`config.mk`:
```
export PLATFORM = sky130hd
export DESIGN_NAME = gaussian_blur_kernel_weights
export DESIGN_NICKNAME = d
export VERILOG_FILES = /design/src/sv/gbkw_pkg.sv /design/src/sv/gbkw_div.sv /design/src/sv/gbkw_mul.sv /design/src/sv/gbkw_row_ram.sv /design/src/sv/gaussian_blur_kernel_weights.sv
export SDC_FILE = /design/constraint.sdc
export NUM_CORES = 2
export LEC_CHECK = 0
export BUFFER_PORTS_ARGS = -buffer_cell sky130_fd_sc_hd__buf_2
export CAP_MARGIN = 10
export CORE_MARGIN = 2
export CORE_UTILIZATION = 40
export CTS_BUF_LIST = sky130_fd_sc_hd__clkbuf_2 sky130_fd_sc_hd__clkbuf_4 sky130_fd_sc_hd__clkbuf_8
export DETAILED_ROUTE_END_ITERATION = 8
export HOLD_SLACK_MARGIN = 0.02
export PLACE_DENSITY = 0.53
export SLEW_MARGIN = 20
export SYNTH_ARGS = -nofsm -noshare
export SYNTH_HDL_FRONTEND = slang
export SYNTH_SLANG_ARGS = --single-unit
```
`constraint.sdc`:
```
create_clock -name clk -period 31.7 [get_ports clk]
set_input_delay 6.34 -clock clk [delete_from_list [all_inputs] [get_ports clk]]
set_output_delay 6.34 -clock clk [all_outputs]
set_load 0.01 [all_outputs]
```
`src/sv/gbkw_pkg.sv`:
```
// Package: types, constants and elaboration-time tables of the Gaussian weight generator.
package gbkw_pkg;

    localparam int SIGMA_W         = 12;
    localparam int TAP_W           = 5;
    localparam int WEIGHT_W        = 16;
    localparam int RADIUS_W        = 4;
    localparam int S_TDATA_W       = 16;
    localparam int M_TDATA_W       = 24;
    localparam int DEF_MAX_RADIUS  = 8;
    localparam int DEF_WEIGHT_BITS = 16;

    localparam logic [SIGMA_W-1:0] SIGMA_RESET = 12'd256;

    // Divider: 48-bit dividend, 24-bit divisor (sigma squared fits in 24 bits)
    localparam int DIV_W     = 48;
    localparam int DVS_W     = 24;
    localparam int DIV_CNT_W = $clog2(DIV_W);

    // Shared multiplier operand widths
    localparam int MUL_A_W = 33;
    localparam int MUL_B_W = 32;
    localparam int PROD_W  = MUL_A_W + MUL_B_W;

    localparam int ACC_W   = 33;
    localparam int GAIN_W  = 16;
    localparam int TOTAL_W = 21;
    localparam int RECIP_W = 32;

    localparam logic [31:0]      E_INV_Q32 = 32'd1580030169;
    localparam logic [ACC_W-1:0] ONE_Q32   = 33'h1_0000_0000;

    typedef enum logic [4:0] {
        ST_IDLE,
        ST_SQ,
        ST_SQW,
        ST_XDIV,
        ST_XWAIT,
        ST_EINT,
        ST_EINTW,
        ST_EFRAC,
        ST_EFRACW,
        ST_STORE,
        ST_RDIV,
        ST_RWAIT,
        ST_LKX,
        ST_LKXM,
        ST_LKYM,
        ST_LKPY,
        ST_LKW,
        ST_LKR,
        ST_FIN
    } gbkw_state_t;

    typedef struct packed {
        logic             start;
        logic [DIV_W-1:0] dividend;
        logic [DVS_W-1:0] divisor;
    } div_req_t;

    // Bitwise integer square root, elaboration use only
    function automatic logic [63:0] isqrt64(input logic [63:0] v_in);
        logic [63:0] v;
        logic [63:0] res;
        logic [63:0] bitv;
        v    = v_in;
        res  = 64'd0;
        bitv = 64'h4000_0000_0000_0000;
        for (int j = 0; j < 32; j++)
        begin
            if (v >= res + bitv)
            begin
                v   = v - (res + bitv);
                res = (res >> 1) + bitv;
            end
            else
            begin
                res = res >> 1;
            end
            bitv = bitv >> 2;
        end
        return res;
    endfunction

    // e^(-2^(i-16)) in Q0.32 for fraction bit i, from the square-root chain
    function automatic logic [15:0][31:0] root_table();
        logic [15:0][31:0] tab;
        logic [63:0]       r;
        r = {32'd0, E_INV_Q32};
        for (int j = 0; j < 16; j++)
        begin
            r           = isqrt64(r << 32);
            tab[15 - j] = r[31:0];
        end
        return tab;
    endfunction

    localparam logic [15:0][31:0] ROOT_TAB = root_table();

endpackage

```
`src/sv/gbkw_div.sv`:
```
// Restoring divider, one quotient bit per cycle.
module gbkw_div (
    input  logic                      clk,
    input  logic                      rst_n,
    input  gbkw_pkg::div_req_t        req,
    output logic                      done,
    output logic [gbkw_pkg::DIV_W-1:0] quotient
);
    import gbkw_pkg::*;

    logic [DVS_W-1:0]     rem_reg, rem_next;
    logic [DIV_W-1:0]     quo_reg, quo_next;
    logic [DVS_W-1:0]     dvs_reg, dvs_next;
    logic [DIV_CNT_W-1:0] cnt_reg, cnt_next;
    logic                 busy_reg, busy_next;
    logic                 done_reg, done_next;
    logic [DVS_W:0]       trial;
    logic [DVS_W:0]       diff;

    // One shift-subtract step
    always_comb
    begin
        trial     = {rem_reg, quo_reg[DIV_W-1]};
        diff      = trial - {1'b0, dvs_reg};
        rem_next  = rem_reg;
        quo_next  = quo_reg;
        dvs_next  = dvs_reg;
        cnt_next  = cnt_reg;
        busy_next = busy_reg;
        done_next = 1'b0;
        if (req.start)
        begin
            rem_next  = '0;
            quo_next  = req.dividend;
            dvs_next  = req.divisor;
            cnt_next  = DIV_CNT_W'(DIV_W - 1);
            busy_next = 1'b1;
        end
        else if (busy_reg)
        begin
            if (trial >= {1'b0, dvs_reg})
            begin
                rem_next = diff[DVS_W-1:0];
                quo_next = {quo_reg[DIV_W-2:0], 1'b1};
            end
            else
            begin
                rem_next = trial[DVS_W-1:0];
                quo_next = {quo_reg[DIV_W-2:0], 1'b0};
            end
            cnt_next = cnt_reg - 1'b1;
            if (cnt_reg == '0)
            begin
                busy_next = 1'b0;
                done_next = 1'b1;
            end
        end
    end

    always_ff @(posedge clk or negedge rst_n)
    begin
        if (!rst_n)
        begin
            busy_reg <= 1'b0;
            done_reg <= 1'b0;
            cnt_reg  <= '0;
        end
        else
        begin
            busy_reg <= busy_next;
            done_reg <= done_next;
            cnt_reg  <= cnt_next;
        end
    end

    always_ff @(posedge clk)
    begin
        rem_reg <= rem_next;
        quo_reg <= quo_next;
        dvs_reg <= dvs_next;
    end

    assign done     = done_reg;
    assign quotient = quo_reg;

endmodule

```
`src/sv/gbkw_mul.sv`:
```
// Shared multiplier with registered product.
module gbkw_mul (
    input  logic                         clk,
    input  logic [gbkw_pkg::MUL_A_W-1:0] a,
    input  logic [gbkw_pkg::MUL_B_W-1:0] b,
    output logic [gbkw_pkg::PROD_W-1:0]  prod
);
    import gbkw_pkg::*;

    logic [PROD_W-1:0] prod_reg;

    always_ff @(posedge clk)
    begin
        prod_reg <= PROD_W'(a) * PROD_W'(b);
    end

    assign prod = prod_reg;

endmodule

```
`src/sv/gbkw_row_ram.sv`:
```
// 1-D gain table: one write port, one registered read port.
module gbkw_row_ram #(
    parameter int DEPTH = gbkw_pkg::DEF_MAX_RADIUS + 1,
    parameter int AW    = $clog2(gbkw_pkg::DEF_MAX_RADIUS + 1)
) (
    input  logic                        clk,
    input  logic                        we,
    input  logic [AW-1:0]               waddr,
    input  logic [gbkw_pkg::GAIN_W-1:0] wdata,
    input  logic [AW-1:0]               raddr,
    output logic [gbkw_pkg::GAIN_W-1:0] rdata
);
    import gbkw_pkg::*;

    logic [GAIN_W-1:0] mem [DEPTH];
    logic [GAIN_W-1:0] rdata_reg;

    always_ff @(posedge clk)
    begin
        if (we)
        begin
            mem[waddr] <= wdata;
        end
    end

    always_ff @(posedge clk)
    begin
        rdata_reg <= mem[raddr];
    end

    assign rdata = rdata_reg;

endmodule

```
`src/sv/gaussian_blur_kernel_weights.sv`:
```
// Normalized 2-D Gaussian kernel weight generator, one tap per transfer.
//
// Channels: cfg_we/cfg_wdata writes sigma (unsigned Q4.8). s_tdata carries a
// tap offset (dx, dy); each accepted transfer yields one m_tdata transfer with
// the weight (Q0.16), an in-range flag, the radius and a clamp flag.
// Writes to sigma are to be made only while the block is idle; it is not enforced.
// Throughput: one tap at a time; s_tready is low from acceptance until the
// result has been loaded into the output register.
// With the table built, a tap inside the radius looks up both 1-D gains,
// scales each by the reciprocal and multiplies them; one outside gets zero
// weight. The first tap after reset or a sigma write also builds the 1-D
// gain table term by term up to the radius, each exponent from its integer
// part and its set fraction bits; a term whose exponent reaches 16 is zero.
// The build uses the shared divider and the shared multiplier.
// Reset: sigma returns to 1.0, the table is marked not built, no output valid.
// A stalled m_tready holds the result in the output register; a new tap may
// still be accepted and computed meanwhile, and waits before loading.
module gaussian_blur_kernel_weights #(
    parameter int MAX_RADIUS  = gbkw_pkg::DEF_MAX_RADIUS,
    parameter int WEIGHT_BITS = gbkw_pkg::DEF_WEIGHT_BITS
) (
    input  logic                           clk,
    input  logic                           rst_n,
    input  logic                           cfg_we,
    input  logic [gbkw_pkg::SIGMA_W-1:0]   cfg_wdata,   // sigma_q4_8
    input  logic                           s_tvalid,
    output logic                           s_tready,
    input  logic [gbkw_pkg::S_TDATA_W-1:0] s_tdata,     // [4:0] tap_dx, [9:5] tap_dy
    output logic                           m_tvalid,
    input  logic                           m_tready,
    // [15:0] weight, [16] inside_res, [20:17] radius, [21] radius_clamped
    output logic [gbkw_pkg::M_TDATA_W-1:0] m_tdata
);
    import gbkw_pkg::*;

    localparam int DEPTH   = MAX_RADIUS + 1;
    localparam int AW      = $clog2(MAX_RADIUS + 1);
    localparam int W_SHIFT = 62 - WEIGHT_BITS;
    localparam logic [PROD_W-1:0] W_HALF = PROD_W'(1) << (W_SHIFT - 1);
    localparam logic [WEIGHT_W-1:0] W_LIM =
        (WEIGHT_BITS >= 16) ? 16'hFFFF : WEIGHT_W'((1 << WEIGHT_BITS) - 1);

    gbkw_state_t state_reg, state_next;

    logic [SIGMA_W-1:0]   sigma_reg, sigma_next;
    logic                 ready_reg, ready_next;
    logic [TAP_W-1:0]     ax_reg, ax_next;
    logic [TAP_W-1:0]     ay_reg, ay_next;
    logic [RADIUS_W-1:0]  k_reg, k_next;
    logic [DVS_W-1:0]     s2_reg, s2_next;
    logic [TOTAL_W-1:0]   total_reg, total_next;
    logic [RECIP_W-1:0]   recip_reg, recip_next;
    logic [ACC_W-1:0]     acc_reg, acc_next;
    logic [3:0]           cnt_reg, cnt_next;
    logic [15:0]          frac_reg, frac_next;
    logic [3:0]           bit_reg, bit_next;
    logic [31:0]          px_reg, px_next;
    logic [31:0]          py_reg, py_next;
    logic [WEIGHT_W-1:0]  w_reg, w_next;
    logic [M_TDATA_W-1:0] out_reg, out_next;
    logic                 m_valid_reg, m_valid_next;

    logic [13:0]         r_sum;
    logic [5:0]          r_raw;
    logic                clamped;
    logic [RADIUS_W-1:0] radius;
    logic                tap_in;
    logic [TAP_W-1:0]    dx;
    logic [TAP_W-1:0]    dy;
    logic [ACC_W:0]      g_sum;
    logic [GAIN_W-1:0]   g_val;
    logic [7:0]          k_sq;
    logic [PROD_W-1:0]   prod;
    logic [PROD_W-1:0]   rnd32_sum;
    logic [PROD_W-1:0]   rnd16_sum;
    logic [PROD_W-1:0]   w_full;
    logic [MUL_A_W-1:0]  mul_a;
    logic [MUL_B_W-1:0]  mul_b;
    logic                ram_we;
    logic [AW-1:0]       ram_waddr;
    logic [GAIN_W-1:0]   ram_wdata;
    logic [AW-1:0]       ram_raddr;
    logic [GAIN_W-1:0]   ram_rdata;
    div_req_t            div_req;
    logic                div_done;
    logic [DIV_W-1:0]    div_q;

    // Radius from sigma: ceil(3 sigma), clamped
    assign r_sum   = 14'(3 * sigma_reg) + 14'd255;
    assign r_raw   = r_sum[13:8];
    assign clamped = (r_raw > 6'(MAX_RADIUS));
    assign radius  = clamped ? RADIUS_W'(MAX_RADIUS) : r_raw[RADIUS_W-1:0];
    assign tap_in  = (ax_reg <= {1'b0, radius}) && (ay_reg <= {1'b0, radius});

    // Signed tap offsets
    assign dx = s_tdata[TAP_W-1:0];
    assign dy = s_tdata[2*TAP_W-1:TAP_W];

    // Gain from accumulator, rounded and saturated
    assign g_sum = {1'b0, acc_reg} + (ACC_W + 1)'(32768);
    assign g_val = (g_sum[ACC_W:16] > (ACC_W - 15)'(65535)) ? 16'hFFFF : g_sum[31:16];
    assign k_sq  = 8'(k_reg) * 8'(k_reg);

    // Product rounding
    assign rnd32_sum = prod + PROD_W'(33'h0_8000_0000);
    assign rnd16_sum = prod + PROD_W'(32768);
    assign w_full    = (prod + W_HALF) >> W_SHIFT;

    // Sequencer
    always_comb
    begin
        state_next   = state_reg;
        sigma_next   = sigma_reg;
        ready_next   = ready_reg;
        ax_next      = ax_reg;
        ay_next      = ay_reg;
        k_next       = k_reg;
        s2_next      = s2_reg;
        total_next   = total_reg;
        recip_next   = recip_reg;
        acc_next     = acc_reg;
        cnt_next     = cnt_reg;
        frac_next    = frac_reg;
        bit_next     = bit_reg;
        px_next      = px_reg;
        py_next      = py_reg;
        w_next       = w_reg;
        out_next     = out_reg;
        m_valid_next = m_valid_reg && !m_tready;
        mul_a        = '0;
        mul_b        = '0;
        ram_we       = 1'b0;
        ram_waddr    = k_reg[AW-1:0];
        ram_wdata    = g_val;
        ram_raddr    = ax_reg[AW-1:0];
        div_req      = '0;
        s_tready     = (state_reg == ST_IDLE);

        unique case (state_reg)
            ST_IDLE:
            begin
                if (s_tvalid)
                begin
                    ax_next = dx[TAP_W-1] ? (~dx + 1'b1) : dx;
                    ay_next = dy[TAP_W-1] ? (~dy + 1'b1) : dy;
                    if (ready_reg)
                    begin
                        state_next = ST_LKX;
                    end
                    else
                    begin
                        // center tap is always full scale
                        k_next     = '0;
                        total_next = '0;
                        acc_next   = ONE_Q32;
                        state_next = ST_STORE;
                    end
                end
            end
            ST_SQ:
            begin
                mul_a      = MUL_A_W'(sigma_reg);
                mul_b      = MUL_B_W'(sigma_reg);
                state_next = ST_SQW;
            end
            ST_SQW:
            begin
                s2_next    = prod[DVS_W-1:0];
                state_next = ST_XDIV;
            end
            ST_XDIV:
            begin
                div_req.start    = 1'b1;
                div_req.dividend = DIV_W'({k_sq, 31'd0}) + DIV_W'(s2_reg[DVS_W-1:1]);
                div_req.divisor  = s2_reg;
                state_next       = ST_XWAIT;
            end
            ST_XWAIT:
            begin
                if (div_done)
                begin
                    if (div_q[DIV_W-1:20] != '0)
                    begin
                        acc_next   = '0;
                        state_next = ST_STORE;
                    end
                    else
                    begin
                        acc_next   = ONE_Q32;
                        cnt_next   = div_q[19:16];
                        frac_next  = div_q[15:0];
                        bit_next   = 4'd15;
                        state_next = ST_EINT;
                    end
                end
            end
            ST_EINT:
            begin
                if (cnt_reg == '0)
                begin
                    state_next = ST_EFRAC;
                end
                else
                begin
                    mul_a      = acc_reg;
                    mul_b      = E_INV_Q32;
                    state_next = ST_EINTW;
                end
            end
            ST_EINTW:
            begin
                acc_next   = rnd32_sum[PROD_W-1:32];
                cnt_next   = cnt_reg - 1'b1;
                state_next = ST_EINT;
            end
            ST_EFRAC:
            begin
                if (frac_reg[bit_reg])
                begin
                    mul_a      = acc_reg;
                    mul_b      = ROOT_TAB[bit_reg];
                    state_next = ST_EFRACW;
                end
                else if (bit_reg == '0)
                begin
                    state_next = ST_STORE;
                end
                else
                begin
                    bit_next = bit_reg - 1'b1;
                end
            end
            ST_EFRACW:
            begin
                acc_next = rnd32_sum[PROD_W-1:32];
                if (bit_reg == '0)
                begin
                    state_next = ST_STORE;
                end
                else
                begin
                    bit_next   = bit_reg - 1'b1;
                    state_next = ST_EFRAC;
                end
            end
            ST_STORE:
            begin
                ram_we     = 1'b1;
                total_next = total_reg + ((k_reg == '0) ? TOTAL_W'(g_val)
                                                        : TOTAL_W'({g_val, 1'b0}));
                k_next     = k_reg + 1'b1;
                if (k_reg == radius)
                begin
                    state_next = ST_RDIV;
                end
                else if (k_reg == '0)
                begin
                    state_next = ST_SQ;
                end
                else
                begin
                    state_next = ST_XDIV;
                end
            end
            ST_RDIV:
            begin
                div_req.start    = 1'b1;
                div_req.dividend = DIV_W'(1) << 47;
                div_req.divisor  = DVS_W'(total_reg);
                state_next       = ST_RWAIT;
            end
            ST_RWAIT:
            begin
                if (div_done)
                begin
                    recip_next = div_q[RECIP_W-1:0];
                    ready_next = 1'b1;
                    state_next = ST_LKX;
                end
            end
            ST_LKX:
            begin
                if (tap_in)
                begin
                    state_next = ST_LKXM;
                end
                else
                begin
                    w_next     = '0;
                    state_next = ST_FIN;
                end
            end
            ST_LKXM:
            begin
                mul_a      = MUL_A_W'(ram_rdata);
                mul_b      = recip_reg;
                ram_raddr  = ay_reg[AW-1:0];
                state_next = ST_LKYM;
            end
            ST_LKYM:
            begin
                px_next    = rnd16_sum[47:16];
                mul_a      = MUL_A_W'(ram_rdata);
                mul_b      = recip_reg;
                state_next = ST_LKPY;
            end
            ST_LKPY:
            begin
                py_next    = rnd16_sum[47:16];
                state_next = ST_LKW;
            end
            ST_LKW:
            begin
                mul_a      = MUL_A_W'(px_reg);
                mul_b      = py_reg;
                state_next = ST_LKR;
            end
            ST_LKR:
            begin
                w_next     = (w_full > PROD_W'(W_LIM)) ? W_LIM : w_full[WEIGHT_W-1:0];
                state_next = ST_FIN;
            end
            ST_FIN:
            begin
                if (!m_valid_reg || m_tready)
                begin
                    out_next     = {2'b00, clamped, radius, tap_in, w_reg};
                    m_valid_next = 1'b1;
                    state_next   = ST_IDLE;
                end
            end
            default:
            begin
                state_next = ST_IDLE;
            end
        endcase

        // sigma write invalidates the table
        if (cfg_we)
        begin
            sigma_next = cfg_wdata;
            ready_next = 1'b0;
        end
    end

    always_ff @(posedge clk or negedge rst_n)
    begin
        if (!rst_n)
        begin
            state_reg   <= ST_IDLE;
            sigma_reg   <= SIGMA_RESET;
            ready_reg   <= 1'b0;
            recip_reg   <= '0;
            m_valid_reg <= 1'b0;
        end
        else
        begin
            state_reg   <= state_next;
            sigma_reg   <= sigma_next;
            ready_reg   <= ready_next;
            recip_reg   <= recip_next;
            m_valid_reg <= m_valid_next;
        end
    end

    always_ff @(posedge clk)
    begin
        ax_reg    <= ax_next;
        ay_reg    <= ay_next;
        k_reg     <= k_next;
        s2_reg    <= s2_next;
        total_reg <= total_next;
        acc_reg   <= acc_next;
        cnt_reg   <= cnt_next;
        frac_reg  <= frac_next;
        bit_reg   <= bit_next;
        px_reg    <= px_next;
        py_reg    <= py_next;
        w_reg     <= w_next;
        out_reg   <= out_next;
    end

    gbkw_div u_div (
        .clk      (clk),
        .rst_n    (rst_n),
        .req      (div_req),
        .done     (div_done),
        .quotient (div_q)
    );

    gbkw_mul u_mul (
        .clk  (clk),
        .a    (mul_a),
        .b    (mul_b),
        .prod (prod)
    );

    gbkw_row_ram #(
        .DEPTH (DEPTH),
        .AW    (AW)
    ) u_ram (
        .clk   (clk),
        .we    (ram_we),
        .waddr (ram_waddr),
        .wdata (ram_wdata),
        .raddr (ram_raddr),
        .rdata (ram_rdata)
    );

    assign m_tvalid = m_valid_reg;
    assign m_tdata  = out_reg;

endmodule

```
Word-level counts from Yosys, hierarchy flattened
Memory sizes are Yosys's and may differ from the RTL's. A register that Yosys moved wholly into a read port is not among the register bits.
Cells that the tools add are included.
{ "totals": {"out_inout_bits": 26, "inputBits": 33, "ramBits": 144, "rom_bits": 512, "reg_bits": 438, "word_cells": 189, "mem_count": 2} }
{ "memory_table": {"columns": ["name", "depth", "word_bits", "rd", "rd_clocked_by_memory_dff", "write_ports", "line_no", "source"], "rows": [
  ["(no name shown)", 16, 32, 1, 1, 0, "gaussian_blur_kernel_weights.sv:221", "mul_b = ROOT_TAB[bit_reg];"],
  ["u_ram.mem", 9, 16, 1, 1, 1, "gbkw_row_ram.sv:15", "logic [GAIN_W-1:0] mem [DEPTH];"]
]} }
{ "op_classes": {"n_eq_ne": 28, "n_mux": 73, "bitwise_logic": 3, "magnitude_cmp": 7, "n_reduce_logical": 32, "n_mul": 3, "addsub": 14} }
{ "op_table": {"columns": ["cell", "n"], "rows": [
  ["33-bit 2-to-1 mux", 6],
  ["33-bit case mux with 5 select lines", 1],
  ["32-bit case mux with 5 select lines", 1],
  ["73-bit case mux with 2 select lines", 1],
  ["33-bit case mux with 3 select lines", 1],
  ["48-bit 2-to-1 mux", 2],
  ["5-bit case mux with 19 select lines", 1],
  ["65-bit by 32-bit adder with 65-bit output, second input constant", 1],
  ["65-bit by 46-bit adder with 65-bit output, second input constant", 1],
  ["33-bit by 32-bit multiplier with 65-bit output", 1],
  ["32-bit 2-to-1 mux", 2],
  ["4-bit 2-to-1 mux", 16],
  ["48-bit by 16-bit adder with 48-bit output, second input constant", 1],
  ["16-bit 2-to-1 mux", 3],
  ["21-bit 2-to-1 mux", 2],
  ["21-bit case mux with 2 select lines", 1],
  ["39-bit by 23-bit adder with 40-bit output", 1],
  ["5-bit by 4-bit == test with 1-bit output, second input constant", 8],
  ["5-bit 2-to-1 mux", 7],
  ["33-bit by 16-bit adder with 34-bit output, second input constant", 1],
  ["16-bit case mux with 2 select lines", 1],
  ["31-bit 2-to-1 mux", 1],
  ["28-bit nonzero test", 1],
  ["25-bit by 24-bit greater-or-equal comparator with 1-bit output", 1],
  ["other kinds (46)", 98]
]} }

Logic depth before layout (Yosys ltp)
{ "depth": {"ltp_word": 8, "depth_mapped": 38, "depth_no_buf": 34} }

Modules after synthesis
From an unflattened synthesis, not the netlist that was laid out.
{ "hier_totals": {"hier_cells": 6182, "hier_area_um2": 63108.0} }
{ "modules_own_cells": {"columns": ["module", "seq_area_each_um2", "area_per_inst_um2", "instances", "cells_per_inst"], "rows": [
  ["gbkw_mul", 1301.2, 35285.1, 1, 3884],
  ["gaussian_blur_kernel_weights", 8444.3, 16275.6, 1, 1501],
  ["gbkw_row_ram", 4644.5, 6025.8, 1, 323],
  ["gbkw_div", 2842.7, 5521.5, 1, 474]
]} }

Least setup slack after synthesis
No wires, ideal clock.
{ "synth_timing": {"kind": "reg-to-reg", "from": "register state_reg[2]", "to": "register u_mul.prod_reg[62] (netlist: u_mul.prod[62])", "arrival_time_ns": 10.956, "path_stages_with_launch": 32, "t_required_ns": 31.573, "n_path_buf": 4, "setup_ns": 0.127, "slack_ns": 20.617, "synth_period_minus_slack_ns": 11.083, "cell_sequence": "dfrtp_1 > clkbuf_1 > nand2_1 > nor3_1 > or2_1 > clkbuf_1 > buf_1 > a22oi_1 > nand2_1 > clkbuf_1 > nand2_1 > fa_1 > fa_1 > fa_1 > inv_1 > fa_1 > fa_1 > fa_1 > inv_1 > fa_1 > inv_1 > ha_1 > ha_1 > and3_1 > and2_1 > a221oi_1 > o221ai_1 > a221oi_1 > o31ai_1 > a31oi_1 > nor4b_1 > or3_1"} }
{ "synth_via": {"elab_chain_cells": 4, "word_cells_on_any_way": 10, "cone_classes": "1 x mul; 6 x eq/ne; 2 x mux; 1 x reduce/logical"} }
{ "synth_rtl": {"columns": ["element", "line_no", "source"], "rows": [
  ["from (decl)", "gaussian_blur_kernel_weights.sv:43", "gbkw_state_t state_reg, state_next;"],
  ["from (signal assigned)", "gaussian_blur_kernel_weights.sv:358", "state_reg <= state_next;"],
  ["5-bit by 4-bit == test with 1-bit output", "gaussian_blur_kernel_weights.sv:139", "unique case (state_reg)"],
  ["2-bit OR reduction (no source line)", null, null],
  ["33-bit case mux with 5 select lines or 32-bit case mux with 5 select lines (tied branches)", "gaussian_blur_kernel_weights.sv:139", null],
  ["33-bit by 32-bit multiplier with 65-bit output *", "gbkw_mul.sv:14", "prod_reg <= PROD_W'(a) * PROD_W'(b);"],
  ["to (signal assigned)", "gbkw_mul.sv:14", null],
  ["to (decl)", "gbkw_mul.sv:10", "logic [PROD_W-1:0] prod_reg;"]
]} }
Mark *: on every way between the ends. The rest lies on a longest branch, timed or not.
A chain may end at the register's enable or synchronous reset.

Worst setup path after layout
{ "layout_timing": {"from": "register state_reg[3]", "to": "register u_mul.prod_reg[47] (netlist: u_mul.prod[47])"} }
The elaborated chain is that of the path after synthesis.

==> run summary <==
status: finished clean
Post-layout nets: 7486
Hold-fix buffers, CTS: 0
I/O Pins: 59
Gate power share: 0.131
Synth Cell Area: 62400 sq um
via density per instance: 5.45
Syn Inst Count: 6168
largest family of logic cells by synthesized area: adder cells
cts repair resizes: 0
VDD IR max: 0.0294 mV
Final GP Congestion: 0.945
antenna-violating nets left: 0
ratio of final minimum period to clock period: 0.399
GRT Residual Overflow: 0
detailed-route DRC error count: 0
R2R Setup Slk: 19.04 ns
WHS Endpoint: s2_reg[3]
Post-synth EDFFs: 434
clk buf depth: 3
CTS buffer count: 98
largest fanout on the critical path: 54
Critical Path AT: 13.21 ns
most instantiated library cell after synthesis: inv_1
Initial DRC Count: 3977
CP peak stage delay: 0.99 ns
Post-DP HPWL: 155000 um
Compound-Gate Fraction of Synth Area: 0.0831
Port Buffers: 50
XOR/XNOR Fraction of Synth Area: 0.0278
first-pass GRT wire length: 300000 um
register clock-pin slew on the reported worst setup and hold paths: 0.06 ns
largest net degree at the start of global routing: 69
Die ar.: 159000 sq um
Yosys reg bits: 629
worst r2r path cells: 31
Commonest cells post-synth: inv_1 (1041), fa_1 (929), nand2_1 (755), nor2_1 (716), edfxtp_1 (434)
Max Clk Rate: 79.0 MHz
share of the synthesized area in the top cell type: 0.298
Avg Cell Area, Syn: 10.1 sq um
max reg flops: 144
final WL: 201000 um
CP max stage cell: o41ai_1
pwr dens: 29.1 nW/um^2
final hold violation count: 0
Post CTS Setup Buffer Count: 0
Leak: 30.1 nW
Hold Crit Depth: 0
setup TNS: 0 ns
Max-slew headroom: 0.188
Final setup viols: 0
H-tree depth reported by CTS: 3
internal power: 1.43 mW
Worst setup EP type: register
Min-Delay Path Class: reg2reg
mux cell area share after synthesis: 0.0317
Final Cell Area: 67300 sq um
CTS tree: built
sequential share of power: 0.491
Distinct cells, synth: 92
Starting Density: 0.404
vias in the first global route: 46300
unrepaired setup endpoints after global routing: false
footprint of the multi-input gates: 40200 sq um
Syn-to-layout area delta: 7.93%
CP Launch Type: register
overall power: 1.96 mW
initial antenna violation count: 5
adder-cell share of the synthesized area: 0.371
Worst Path Required: 32.26 ns
FF/Latch Area: 17200 sq um
reg2reg start: state_reg[3]
Main synth FF type: edfxtp_1
drt first pass iters: 5
GRT Overall Usage: 0.257
largest cells by area after synthesis: fa_1 (30%), edfxtp_1 (21%), ha_1 (7.3%), inv_1 (6.3%), nand2_1 (4.5%)
Final Slew Violations: 0
Clock Skew: 0.0487 ns
share of layout cells above drive strength 1: 0.0881
fillcell total: 14900
MaxCap Viol Count: 0
min-delay src: u_mul.prod[3]
Synth area leader: fa_1
clock root buffer: clkbuf_8
# rows: 144
Post-synth ARST share: 0.0938
worst r2r dst: u_mul.prod[47]
Clock power frac: 0.378
YS warnings: 0
placed cell area: 65200 sq um
sequential cell area fraction in the yosys report: 0.276
switching share of power: 0.268
Die Width: 399 um
worst skew pair latency: 0.77 ns
Die Y: 399 um
Clock Sinks: 629
Avg WL per Cell: 24.2 um
Post-Synth Simple-Gate Area: 0.127
core area: 154000 sq um
min cycle time layout: 12.66 ns
Switch Pwr: 0.525 mW
Tightest Pin Transition: 1.22 ns
CP most frequent cell: fa_1
total number of vias: 45200
worst setup path category: reg2reg
-- power by group through the flow --
stage / sequential, mW / clock (mW) / combinational [mW]
after floorplan: 0.955 / 0 / 0.204
after global placement: 0.978 / 0 / 0.247
after detailed placement: 0.977 / 0 / 0.253
after CTS: 0.961 / 0.754 / 0.256
after global routing: 0.965 / 0.789 / 0.289
final: 0.961 / 0.741 / 0.257
-- cell usage in the layout (no fill, tap or decap), drive strengths merged, types with 60 or more instances in the layout --
master | Yosys | routed
xor2 | 82 | 82
buf | 112 | 189
inv | 1042 | 1046
nand2 | 756 | 756
clkbuf | 184 | 148
fa | 929 | 929
edfxtp | 434 | 434
o21ai | 122 | 122
dfxtp | 136 | 136
a22o | 75 | 75
xnor2 | 116 | 116
a21oi | 188 | 188
and2 | 64 | 64
ha | 362 | 362
nor2 | 716 | 716
nand3 | 60 | 60
-- worst max-delay path, delay by kind of cell (launching register included) --
kind / cells / cell delay, ns
DFF: 1 / 0.82
adders and majority gates: 9 / 4.41
buffers and inverters: 8 / 1.86
AOI/OAI and AO/OA: 6 / 2.96
and+or+nand+nor: 8 / 2.25
-- layout make-up --
type | instances | share of cell area
clock buffers | 148 | 0.0269
repair buffers | 189 | 0.0192
inverters | 1042 | 0.0581
clock inverters | 36 | 0.00420
diodes | 2 | 0.0000744
flip-flops and latches | 629 | 0.256
multi-input cells | 4202 | 0.597
well taps | 2044 | 0.0380
-- cell families (layout without fill, tap and decap cells) --
group | Yosys count | after routing
fa+ha+maj | 1291 | 1291
simple gates | 1860 | 1860
flops | 629 | 629
compound gates | 709 | 709
mux | 142 | 142
other cells | 1 | 4
buf+inv | 1338 | 1415
xor+xnor | 198 | 198
-- per-layer routing --
metal | part of all wire | GRT usage | up-vias
li1 | - | - | 19800
met1 | 0.43 | 0.357 | 23400
met2 | 0.46 | 0.407 | 1618
met3 | 0.068 | 0.0391 | 331
met4 | 0.045 | 0.0967 | 2
met5 | 0.000055 | 0 | -
-- through the flow --
| stage | util | cells | hold WS (ns) | setup slack (ns) |
|---|---|---|---|---|
| finish | 0.436 | 8292 | 0.385 | 19.04 |
| global placement | 0.422 | 8105 | 0.390 | 19.49 |
| floorplan | - | 6169 | 0.386 | 20.62 |
| CTS | 0.436 | 8290 | 0.385 | 19.39 |
| global route | 0.436 | 8291 | 0.403 | 18.68 |
| detailed placement | 0.422 | 8106 | 0.389 | 19.45 |
-- worst max-delay path by stage --
| stage | from | to | slack [ns] | cells after the start |
|---|---|---|---|---|
| floorplan | state_reg[2] | u_mul.prod[62] | 20.62 | 31 |
| global placement | state_reg[3] | u_mul.prod[62] | 19.49 | 31 |
| detailed placement | state_reg[3] | u_mul.prod[47] | 19.45 | 31 |
| CTS | state_reg[3] | u_mul.prod[47] | 19.39 | 31 |
| global route | state_reg[3] | u_mul.prod[47] | 18.68 | 31 |
| finish | state_reg[3] | u_mul.prod[47] | 19.04 | 31 |
(Power assumes the default switching activity.)
